## src/design/ifd_pkg.sv

```systemverilog
package ifd_pkg;

   localparam int FRAME_BYTES = 19;
   localparam int POS_BITS = 5;
   localparam int WORD_COUNT = 6;
   localparam int WORD_IDX_BITS = $clog2(WORD_COUNT);

   localparam logic [POS_BITS-1:0] POS_HUNT = POS_BITS'(0);
   localparam logic [POS_BITS-1:0] POS_SECOND = POS_BITS'(1);
   localparam logic [POS_BITS-1:0] POS_SUM_FIRST = POS_BITS'(2);
   localparam logic [POS_BITS-1:0] POS_WORD_FIRST = POS_BITS'(3);
   localparam logic [POS_BITS-1:0] POS_WORD_END = POS_BITS'(3 + 2 * WORD_COUNT);
   localparam logic [POS_BITS-1:0] POS_LAST = POS_BITS'(FRAME_BYTES - 1);

   localparam logic [7:0] HEADER_RESET = 8'hAA;

   localparam logic STATUS_GOOD = 1'b0;
   localparam logic STATUS_SUM_ERROR = 1'b1;

   typedef struct packed {
      logic [7:0]  rx_byte;
      logic [31:0] time_now;
   } ifd_req_type;

   typedef struct packed {
      logic        status;
      logic [15:0] yaw_raw;
      logic [15:0] pitch_raw;
      logic [15:0] roll_raw;
      logic [15:0] accel_x;
      logic [15:0] accel_y;
      logic [15:0] accel_z;
      logic [31:0] frame_time;
   } ifd_rsp_type;

endpackage

```

## src/design/imu_frame_deframer_unit.sv

```systemverilog
// Channel  Direction  Handshake                 Payload
// req      in         req_valid / req_stall     ifd_req_type: rx_byte, time_now
// rsp      out        rsp_valid / rsp_stall     ifd_rsp_type: status, six words, frame_time
// csr      in         csr_write_enable          csr_write_data: header byte
//
// Byte beats are taken at one beat per cycle while req_stall is low.
// The checksum byte of a frame loads the result register; the result is shown the next cycle.
// Bytes that do not end a frame are taken even while a result waits in the result register.
// A checksum byte is held off only while the result register is full and rsp_stall is high.
// Synchronous reset returns the parser to header hunting and empties the result register.
module imu_frame_deframer_unit
   import ifd_pkg::*;
(
   input  logic        clock,
   input  logic        reset,
   input  logic        req_valid,
   output logic        req_stall,
   input  ifd_req_type req_payload,
   output logic        rsp_valid,
   input  logic        rsp_stall,
   output ifd_rsp_type rsp_payload,
   input  logic        csr_write_enable,
   input  logic [7:0]  csr_write_data
);

   logic [7:0]          header_ff;
   logic [POS_BITS-1:0] pos_ff;
   logic [POS_BITS-1:0] pos_in;
   logic [7:0]          sum_ff;
   logic [7:0]          sum_in;
   logic [7:0]          low_hold_ff;
   logic [15:0]         store_ff [WORD_COUNT];
   logic                rsp_valid_ff;
   ifd_rsp_type         rsp_payload_ff;
   ifd_rsp_type         rsp_payload_in;

   logic                accept;
   logic                at_last;
   logic                header_match;
   logic                in_words;
   logic [POS_BITS-1:0] word_off;
   logic [WORD_IDX_BITS-1:0] word_sel;
   logic                sum_good;

   assign at_last = (pos_ff >= POS_LAST);
   assign req_stall = rsp_valid_ff && rsp_stall && at_last;
   assign accept = req_valid && !req_stall;
   assign header_match = (req_payload.rx_byte == header_ff);
   assign word_off = pos_ff - POS_WORD_FIRST;
   assign word_sel = word_off[WORD_IDX_BITS:1];
   assign in_words = (pos_ff >= POS_WORD_FIRST) && (pos_ff < POS_WORD_END);
   assign sum_good = (req_payload.rx_byte == sum_ff);

   always_comb begin
      pos_in = pos_ff;
      sum_in = sum_ff;
      if (pos_ff == POS_HUNT) begin
         if (header_match) begin
            pos_in = POS_SECOND;
            sum_in = '0;
         end
      end else if (pos_ff == POS_SECOND) begin
         pos_in = header_match ? POS_SUM_FIRST : POS_HUNT;
         sum_in = '0;
      end else if (at_last) begin
         pos_in = POS_HUNT;
         sum_in = '0;
      end else begin
         pos_in = pos_ff + POS_BITS'(1);
         sum_in = sum_ff + req_payload.rx_byte;
      end
   end

   always_comb begin
      rsp_payload_in.status = sum_good ? STATUS_GOOD : STATUS_SUM_ERROR;
      rsp_payload_in.yaw_raw = sum_good ? store_ff[0] : '0;
      rsp_payload_in.pitch_raw = sum_good ? store_ff[1] : '0;
      rsp_payload_in.roll_raw = sum_good ? store_ff[2] : '0;
      rsp_payload_in.accel_x = sum_good ? store_ff[3] : '0;
      rsp_payload_in.accel_y = sum_good ? store_ff[4] : '0;
      rsp_payload_in.accel_z = sum_good ? store_ff[5] : '0;
      rsp_payload_in.frame_time = req_payload.time_now;
   end

   always_ff @(posedge clock) begin
      if (reset) begin
         header_ff <= HEADER_RESET;
      end else if (csr_write_enable) begin
         header_ff <= csr_write_data;
      end
   end

   always_ff @(posedge clock) begin
      if (reset) begin
         pos_ff <= POS_HUNT;
         sum_ff <= '0;
         low_hold_ff <= '0;
      end else if (accept) begin
         pos_ff <= pos_in;
         sum_ff <= sum_in;
         if (in_words && !at_last && !word_off[0]) begin
            low_hold_ff <= req_payload.rx_byte;
         end
      end
   end

   always_ff @(posedge clock) begin
      if (accept && in_words && !at_last && word_off[0]) begin
         store_ff[word_sel] <= {req_payload.rx_byte, low_hold_ff};
      end
   end

   always_ff @(posedge clock) begin
      if (reset) begin
         rsp_valid_ff <= 1'b0;
      end else if (accept && at_last) begin
         rsp_valid_ff <= 1'b1;
      end else if (!rsp_stall) begin
         rsp_valid_ff <= 1'b0;
      end
   end

   always_ff @(posedge clock) begin
      if (accept && at_last) begin
         rsp_payload_ff <= rsp_payload_in;
      end
   end

   assign rsp_valid = rsp_valid_ff;
   assign rsp_payload = rsp_payload_ff;

`ifndef ASSERT_OFF
   a_pos_in_frame: assert property (@(posedge clock) disable iff (reset)
      pos_ff <= POS_LAST)
      else $error("byte position ran past the checksum byte");

   a_last_gives_result: assert property (@(posedge clock) disable iff (reset)
      accept && at_last |=> rsp_valid_ff && pos_ff == POS_HUNT)
      else $error("checksum byte did not load a result and restart hunting");

   a_data_advances: assert property (@(posedge clock) disable iff (reset)
      accept && pos_ff >= POS_SUM_FIRST && !at_last |=>
      pos_ff == $past(pos_ff) + POS_BITS'(1))
      else $error("data byte did not advance the byte position");

   a_new_result_from_last: assert property (@(posedge clock) disable iff (reset)
      rsp_valid_ff && !$past(rsp_valid_ff && rsp_stall) |->
      $past(accept && at_last))
      else $error("result appeared without a checksum byte");
`endif

endmodule
```

## config.mk

```make
export PLATFORM = sky130hd
export DESIGN_NAME = imu_frame_deframer_unit
export DESIGN_NICKNAME = d
export VERILOG_FILES = /design/src/design/ifd_pkg.sv /design/src/design/imu_frame_deframer_unit.sv
export SDC_FILE = /design/constraint.sdc
export NUM_CORES = 1
export LEC_CHECK = 0
export BUFFER_PORTS_ARGS = -buffer_cell sky130_fd_sc_hd__buf_2
export CAP_MARGIN = 20
export CORE_ASPECT_RATIO = 1.75
export CORE_UTILIZATION = 40
export DETAILED_ROUTE_END_ITERATION = 10
export PLACE_DENSITY = 0.66
export SLEW_MARGIN = 20
export SYNTH_ARGS = -nofsm -noshare
export SYNTH_HDL_FRONTEND = slang
export SYNTH_SLANG_ARGS = --single-unit
```

## constraint.sdc

```tcl
create_clock -name clock -period 18.1 [get_ports clock]
set_clock_uncertainty 0.2 [all_clocks]
set_input_delay 2.715 -clock clock [delete_from_list [all_inputs] [get_ports clock]]
set_output_delay 2.715 -clock clock [all_outputs]
set_load 0.01 [all_outputs]
```

==> results of run 1 <==
==> critical path: cells and delay by family <==
family,cells,cell delay [ps]
buffers and inverters,2,230
and+or+nand+nor,2,260
==> layout by cell type, fill, tap and decap left out, types with 2 or more instances in the layout <==
cell,synthesis,layout
clkbuf_16,0,23
ha_1,11,11
nand4_1,3,3
buf_4,1,7
o21ai_0,6,6
a21oi_1,13,13
a211o_1,4,4
nor3_1,5,5
nor2b_1,5,5
nand2_1,19,19
nand3_1,8,8
clkinv_1,0,2
edfxtp_1,225,225
clkinvlp_4,0,3
nor2_2,1,3
a22oi_1,4,4
buf_2,3,183
o21ai_2,2,2
a31oi_1,2,2
clkbuf_1,11,5
inv_1,7,7
and2_1,96,96
xnor2_1,11,11
xor2_1,5,5
nand2b_1,3,3
bufinv_16,0,5
nor2_1,29,26
dfxtp_1,30,30
clkinv_2,0,2
mux2i_1,12,12
==> final cells by class <==
type	instances	area share, %
clock buffer	28	5.27
clock inverter	14	1.84
inverter	7	0.233
multi-input combinational	258	15.5
sequential	255	65.2
tap	300	3.33
timing repair buffer	190	8.59
==> per-layer routing <==
| layer | part of all wire (%) | vias up | wire [um] | track usage [%] |
|---|---|---|---|---|
| met1 | 36 | 2310 | 6450 | 16.8 |
| met2 | 55 | 141 | 9830 | 28.2 |
| met3 | 4.3 | 37 | 768 | 1.79 |
| li1 | - | 2348 | - | - |
| met5 | 0 | - | 0 | 0 |
| met4 | 4.0 | 0 | 707 | 7.28 |
==> path summary, 6_finish.rpt <==
| path | start | endpoint | slack (ps) | depth (start not counted) |
|---|---|---|---|---|
| worst max register to register | pos_ff[0]$_SDFFE_PP0P_ | rsp_payload[127]$_SDFFCE_PP0P_ | 14310 | 7 |
| worst min-delay path | sum_ff[0]$_SDFFE_PP0P_ | sum_ff[0]$_SDFFE_PP0P_ | 260 | 2 |
| worst max-delay path | rsp_stall | req_stall | 11980 | 4 |
| worst min register to register | sum_ff[0]$_SDFFE_PP0P_ | sum_ff[0]$_SDFFE_PP0P_ | 260 | 2 |
==> through the flow <==
step / cell area, um^2 / power (mW) / setup slack, ps / cells / util (%)
after global placement: 10500 / 0.668 / 12000 / 1010 / 46.2
after floorplan: 9200 / 0.656 / 9000 / 537 / -
after global routing: 11300 / 1.20 / 11930 / 1052 / 49.8
after detailed placement: 10500 / 0.668 / 11980 / 1010 / 46.2
after CTS: 11300 / 1.18 / 11970 / 1052 / 49.8
final: 11300 / 1.17 / 11980 / 1052 / 49.8
==> registers in the layout, summed over array words and instances, names as in the netlist <==
register,count
rsp_payload,129
low_hold_ff,8
store_ff,96
header_ff,8
sum_ff,8
pos_ff,5
rsp_valid,1
==> kinds of logic after synthesis <==
family	count (synthesis)	share of synthesized area (%)
buffers and inverters	24	1.22
and+or+nand+nor	177	10.8
muxes	13	1.43
DFF	255	80.0
xor gates and xnor gates	16	1.52
adders and majority gates	12	1.71
AOI/OAI and AO/OA	40	3.35
==> report_power, final <==
part           internal [mW]  leakage (nW)  switching [mW]  total, mW
registers              0.634          2.27        0.000786      0.635
logic                0.00841          1.47          0.0113     0.0197
clock network          0.307         0.380           0.204      0.511
==> flow_summary.json, run 1 <==
{
  "outcome": "completed",
  "synth_top_area_share_pct": 73.5,
  "clock-sinks": 255,
  "fillers": 2006,
  "drt-initial-drc-count": 289,
  "synthToLayoutAreaGrowth_pct": 22.6,
  "path_cells": "buf_2 > nand2_1 > nor2_2 > buf_2",
  "register_area_mm2": 0.00736,
  "fin_crit_ps": 6120,
  "avgViaCountPerCell": 4.60,
  "synth_area_leaders": "edfxtp_1 (73%), and2_1 (6.5%), dfxtp_1 (6.5%)",
  "ys.warnings.count": 0,
  "worstMarginPinSlew_ps": 1020,
  "vias": 4836,
  "slew_headroom_pct": 31.7,
  "cts_resized": 0,
  "rsz0062_at_grt": "no",
  "hold_viol": 0,
  "clk_latency_ps": 510,
  "initial_core_util_pct": 40.6,
  "ir_worst_vdd_mv": 0.0606,
  "grtUsageTotal_pct": 15.2,
  "antenna_left": 0,
  "synth_top_flop_cell": "edfxtp_1",
  "setup_viol": 0,
  "critical_path_required_ps": 15190,
  "die-area_mm2": 0.0236,
  "synth_common_cells": "edfxtp_1 (225), and2_1 (96), dfxtp_1 (30)",
  "netlist_instances": 537,
  "grt.overflow.total": 0,
  "cp_common_cell": "buf_2",
  "synth_area_mm2": 0.00920,
  "cts_hold_buf": 0,
  "synth-seq-cells": 255,
  "antenna_found_initial": 0,
  "core-area_mm2": 0.0227,
  "cts_tree": "yes",
  "clk_path_buf_depth": 3,
  "holdCritPathClass": "register to register",
  "setup_tns_ps": 0,
  "root_buffer": "clkbuf_16",
  "fin_nets": 800,
  "place_congestion": 0.786,
  "maxSlewViolCount": 0,
  "whs_ps": 255,
  "synth_edf_count": 225,
  "row_count": 73,
  "p_leak_nw": 4.12,
  "io_pins": 184,
  "cap_violations": 0,
  "period_share_pct": 33.8,
  "htreeDepth": 1,
  "critPathLaunchType": "input port",
  "routed_wl_um": 17800,
  "clk_pin_slew_worst_paths_ps": 70,
  "wl_per_cell_um": 16.9,
  "multi_input_area_mm2": 0.00175,
  "powerDensity_mw_per_mm2": 103,
  "clock.fmax_mhz": 163,
  "path_class": "input port to output port",
  "io_buffers": 183,
  "grt_max_degree": 98,
  "grt_pass1_wl_um": 26400,
  "async_flop_share_pct": 0,
  "arrival_ps": 3210,
  "fp.dieW_um": 117,
  "end_kind": "output port",
  "antenna_cells": 0,
  "hpwlAfterDp_um": 11900,
  "yosysMostFrequentCell": "edfxtp_1",
  "grt_pass1_vias": 4628,
  "cp_max_fo": 3,
  "slowest_stage": "nor2_2",
  "drc": 0,
  "postSynthAreaPerCell_um2": 17.1,
  "cts_setup_buffers": 0,
  "drive_gt1_share_pct": 31.8,
  "worst_path_largest_cell_delay_ps": 160,
  "firstDrtPassIters": 4,
  "yosysTopAreaCell": "edfxtp_1",
  "synth_nets": 602,
  "yosysSeqAreaShare_pct": 80.0,
  "chipHeight_um": 203,
  "yosysUniqueCellTypes": 45,
  "numCtsBuffers": 23
}
Power figures use the tool's default switching activity.
==> run 2: changes to the inputs <==
Settings changed: PLACE_DENSITY 0.66 to 0.68.
Clock period 18.1 ns to 5.4 ns, I/O delays scaled along.
==> run 2 against run 1 <==
Net effect: final area rose by 0.12%; largest power group unchanged; critical path type is now register to output port; routed wire length up 3.6%; highest routed layer unchanged; global-route usage rose by 0.37 points.
==> flow_summary.json, run 2 (same netlist as run 1, synthesis figures left out) <==
{
  "maxSlewViolCount": 0,
  "p_sw_mw": 0.709,
  "avgViaCountPerCell": 4.74,
  "largest_reg_flops": 129,
  "core-area_mm2": 0.0227,
  "internal_power_mw": 3.26,
  "critPathLaunchType": "register",
  "period_share_pct": 59.2,
  "numCtsBuffers": 22,
  "dpl.cell_count": 1006,
  "fin_nets": 795,
  "r2r_cells": 6,
  "rsz0062_at_grt": "no",
  "holdCritPathClass": "register to register",
  "setup_viol": 0,
  "root_buffer": "clkbuf_16",
  "antenna_left": 0,
  "final_cells": 1044,
  "p_comb_share_pct": 1.7,
  "wl_per_cell_um": 17.6,
  "grt.overflow.total": 0,
  "fin_crit_ps": 3200,
  "antenna_found_initial": 0,
  "cts_tree": "yes",
  "clock-sinks": 255,
  "powerDensity_mw_per_mm2": 352,
  "ir_worst_vdd_mv": 0.228,
  "path_class": "register to output port",
  "switching_share_pct": 17.8,
  "clk_path_buf_depth": 3,
  "clk_latency_ps": 510,
  "cts_hold_buf": 0,
  "drt-initial-drc-count": 301,
  "fp.dieW_um": 117,
  "io_buffers": 183,
  "p_leak_nw": 4.12,
  "slew_headroom_pct": 35.5,
  "grt_max_degree": 130,
  "seqPwrFrac_pct": 53.6,
  "vias": 4945,
  "cp_max_fo": 8,
  "end_kind": "output port",
  "post-route-util_pct": 49.8,
  "cap_violations": 0,
  "cts_setup_buffers": 0,
  "chipHeight_um": 203,
  "fillers": 1937,
  "grt_pass1_wl_um": 27100,
  "row_count": 73,
  "cts_resized": 0,
  "htreeDepth": 1,
  "power_frac_clock_pct": 44.7,
  "total_power_mw": 3.97,
  "drive_gt1_share_pct": 31.7,
  "critical_path_required_ps": 4390,
  "grtUsageTotal_pct": 15.6,
  "synthToLayoutAreaGrowth_pct": 22.8,
  "grt_pass1_vias": 4712,
  "antenna_cells": 0,
  "setup_tns_ps": 0,
  "outcome": "completed",
  "initial_core_util_pct": 40.6,
  "hold_viol": 0,
  "final_cell_mix": "edfxtp_1 (225), buf_2 (183), and2_1 (96)",
  "whs_path_depth": 2,
  "arrival_ps": 2190,
  "hpwlAfterDp_um": 12300,
  "firstDrtPassIters": 5,
  "routed_wl_um": 18400,
  "place_congestion": 0.805,
  "layout_commonest_cell": "edfxtp_1",
  "worstMarginPinSlew_ps": 966,
  "die-area_mm2": 0.0236,
  "clock.fmax_mhz": 313,
  "drc": 0,
  "io_pins": 184,
  "clk_pin_slew_worst_paths_ps": 60
}
==> run 2: critical path: stages, from the launching register on <==
cell and delay (ps):
dfxtp_1 470, inv_1 150, ha_1 250, o41ai_4 510
nor2_2 130, buf_2 170
==> run 2: worst paths after layout <==
path                                        startpoint                        endpoint  slack [ps]
worst min-delay path            sum_ff[0]$_SDFFE_PP0P_          sum_ff[0]$_SDFFE_PP0P_         260
worst min register to register  sum_ff[0]$_SDFFE_PP0P_          sum_ff[0]$_SDFFE_PP0P_         260
worst max-delay path            pos_ff[0]$_SDFFE_PP0P_                       req_stall        2200
worst max register to register  pos_ff[0]$_SDFFE_PP0P_  rsp_payload[117]$_SDFFCE_PP0P_        2530
==> run 2: layout make-up <==
class	instances	area [um^2]	area share, %
multi-input combinational	258	1750	15.5
tap	300	375	3.32
inverter	7	26.3	0.233
clock buffer	25	583	5.16
timing repair buffer	186	951	8.42
sequential	255	7360	65.2
clock inverter	13	243	2.15
==> run 2: per-stage QoR <==
| step | setup slack [ps] | hold slack (ps) | area, um^2 |
|---|---|---|---|
| 2_1_floorplan | 88.2 | 236 | 9200 |
| 3_3_place_gp | 2200 | 242 | 10500 |
| 3_5_place_dp | 2190 | 255 | 10500 |
| 4_1_cts | 2150 | 251 | 11300 |
| 5_1_grt | 2050 | 254 | 11300 |
| 6_report | 2200 | 260 | 11300 |
==> run 2: per-layer routing <==
metal	track usage, %	up-vias	wire length, um
li1	-	2347	-
met1	16.5	2408	6670
met2	29.9	154	10400
met3	1.40	36	720
met4	7.50	0	562
met5	0	-	0
==> run 2: power groups by stage <==
stage	combinational [mW]	sequential (mW)	clock, mW
final	0.0665	2.13	1.78
after global routing	0.0726	2.13	1.89
after CTS	0.0679	2.13	1.81
after detailed placement	0.0675	2.17	0
after global placement	0.0657	2.17	0
after floorplan	0.0283	2.17	0
==> run 3: changes to the inputs <==
Settings changed: ABC_AREA from default to 1.
Clock period 5.4 ns to 2.7 ns, I/O delays scaled along.
==> run 3 against run 2 <==
Net effect: total power is 130% higher; highest routed layer unchanged; area after synthesis is 2.9% higher; global-route usage is 0.81 points higher; critical path depth is 5 higher; critical path type is now register to register.
==> flow_summary.json, run 3 <==
{
  "cts_resized": 0,
  "setup_viol": 0,
  "drc": 0,
  "layout_commonest_cell": "edfxtp_1",
  "ir_worst_vdd_mv": 0.438,
  "antenna_found_initial": 0,
  "hold_viol": 0,
  "hpwlAfterDp_um": 13600,
  "path_class": "register to register",
  "critPathLaunchType": "register",
  "clk_pin_slew_worst_paths_ps": 70,
  "grtUsageTotal_pct": 16.4,
  "yosysMostFrequentCell": "edfxtp_1",
  "cts_hold_buf": 41,
  "core-area_mm2": 0.0232,
  "arrival_ps": 2310,
  "period_share_pct": 86.7,
  "synth_area_leaders": "edfxtp_1 (71%), dfxtp_1 (6.3%), nor2_1 (6.1%)",
  "io_buffers": 183,
  "grt_pass1_vias": 5673,
  "numCtsBuffers": 23,
  "antenna_left": 0,
  "die-area_mm2": 0.0243,
  "maxSlewViolCount": 0,
  "grt_max_degree": 88,
  "p_leak_nw": 4.97,
  "antenna_cells": 0,
  "fin_crit_ps": 2340,
  "wl_per_cell_um": 15.3,
  "synth_edf_count": 225,
  "drt-initial-drc-count": 426,
  "rsz0062_at_grt": "no",
  "total_power_mw": 9.07,
  "yosysUniqueCellTypes": 29,
  "synth_nets": 785,
  "fp.dieW_um": 118,
  "slew_headroom_pct": 53.8,
  "chipHeight_um": 205,
  "yosysTopAreaCell": "edfxtp_1",
  "synthToLayoutAreaGrowth_pct": 27.1,
  "grt.overflow.total": 0,
  "netlist_instances": 720,
  "vias": 5724,
  "synth-seq-cells": 255,
  "synth_common_cells": "edfxtp_1 (225), nor2_1 (153), inv_1 (129)",
  "io_pins": 184,
  "synth_top_flop_cell": "edfxtp_1",
  "final_cell_mix": "edfxtp_1 (225), buf_2 (183), nor2_1 (147)",
  "htreeDepth": 1,
  "row_count": 74,
  "cp_max_fo": 87,
  "root_buffer": "clkbuf_16",
  "synth_area_mm2": 0.00946,
  "firstDrtPassIters": 4,
  "async_flop_share_pct": 0,
  "critical_path_required_ps": 2670,
  "whs_ps": 33.1,
  "cts_setup_buffers": 0,
  "clk_path_buf_depth": 3,
  "initial_core_util_pct": 40.7,
  "end_kind": "register",
  "powerDensity_mw_per_mm2": 754,
  "synth_top_area_share_pct": 71.4,
  "worstMarginPinSlew_ps": 692,
  "clock-sinks": 255,
  "fin_nets": 1035,
  "ys.warnings.count": 0,
  "routed_wl_um": 19700,
  "cts_tree": "yes",
  "avgViaCountPerCell": 4.44,
  "outcome": "completed",
  "drive_gt1_share_pct": 26.6,
  "place_congestion": 0.884,
  "cap_violations": 0,
  "yosysSeqAreaShare_pct": 77.8,
  "postSynthAreaPerCell_um2": 13.1,
  "clock.fmax_mhz": 427,
  "largest_reg_flops": 129,
  "grt_pass1_wl_um": 30100,
  "holdCritPathClass": "input port to register",
  "clk_latency_ps": 510,
  "post-route-util_pct": 51.7
}
## run 3: cell types whose count changed after synthesis, moves of 5 or more
cell,change
buf_2,+5
nor2b_1,-5
mux2i_1,-12
o21ai_0,+9
nand2_1,+57
xnor2_1,-6
and2_1,-96
inv_1,+122
clkbuf_1,-8
nor2_1,+124
nand3_1,+11
## run 3: power breakdown
group          switching (mW)  internal, mW
Clock                    1.38          1.89
Combinational           0.789         0.448
Sequential              0.101          4.46
## run 3: cell families after synthesis
| kind of cell | Yosys count | share of synthesized area (%) |
|---|---|---|
| XOR/XNOR | 11 | 1.02 |
| AO/OA/AOI/OAI | 33 | 1.90 |
| flip-flops | 255 | 77.8 |
| adder cells (fa/ha/maj) | 12 | 1.67 |
| AND/OR/NAND/NOR | 260 | 11.2 |
| buffers and inverters | 149 | 6.40 |
## run 3: worst paths after layout
path | from | endpoint | slack [ps] | depth (start not counted)
hold reg to reg | header_ff[2]$_SDFFE_PP0P_ | header_ff[2]$_SDFFE_PP0P_ | 280 | 2
setup / recovery | pos_ff[0]$_SDFFE_PP0P_ | rsp_payload[64]$_SDFFCE_PP0P_ | 360 | 10
setup reg to reg | pos_ff[0]$_SDFFE_PP0P_ | rsp_payload[64]$_SDFFCE_PP0P_ | 360 | 10
hold / removal | csr_write_enable | header_ff[1]$_SDFFE_PP1P_ | 30 | 2
## run 3: final cells by class
cell class | instances | area, um^2
fillers | 1976 | 11200
flip-flops and latches | 255 | 7360
multi-input cells | 316 | 1540
repair buffers | 243 | 1490
clock buffers | 26 | 597
inverters | 131 | 498
well taps | 304 | 380
clock inverters | 13 | 158
## run 3: per-stage QoR
stage	std cells	setup TNS [ps]	cell area (um^2)	setup slack (ps)
after floorplan	720	-121890	9490	-945
after global placement	1208	0	10900	421
after detailed placement	1208	0	10900	369
after CTS	1288	0	12000	366
after global routing	1288	0	12000	257
final	1288	0	12000	360
## run 3: worst max-delay path, cell delays in order (launching register included)
cell	delay (ps)
dfxtp_2	380
inv_2	80
ha_4	160
nor2_2	110
nand2_4	60
nand2_4	110
o21ai_4	90
inv_4	170
nand2_4	80
clkinvlp_4	110
buf_12	370
## run 3: metal layers
metal / global-route usage [%] / part of all wire (%) / vias up
met5: 0 / 0 / -
met4: 9.94 / 4.7 / 0
met3: 1.77 / 3.8 / 51
met2: 31.7 / 56 / 151
met1: 16.7 / 36 / 2690
li1: - / - / 2832
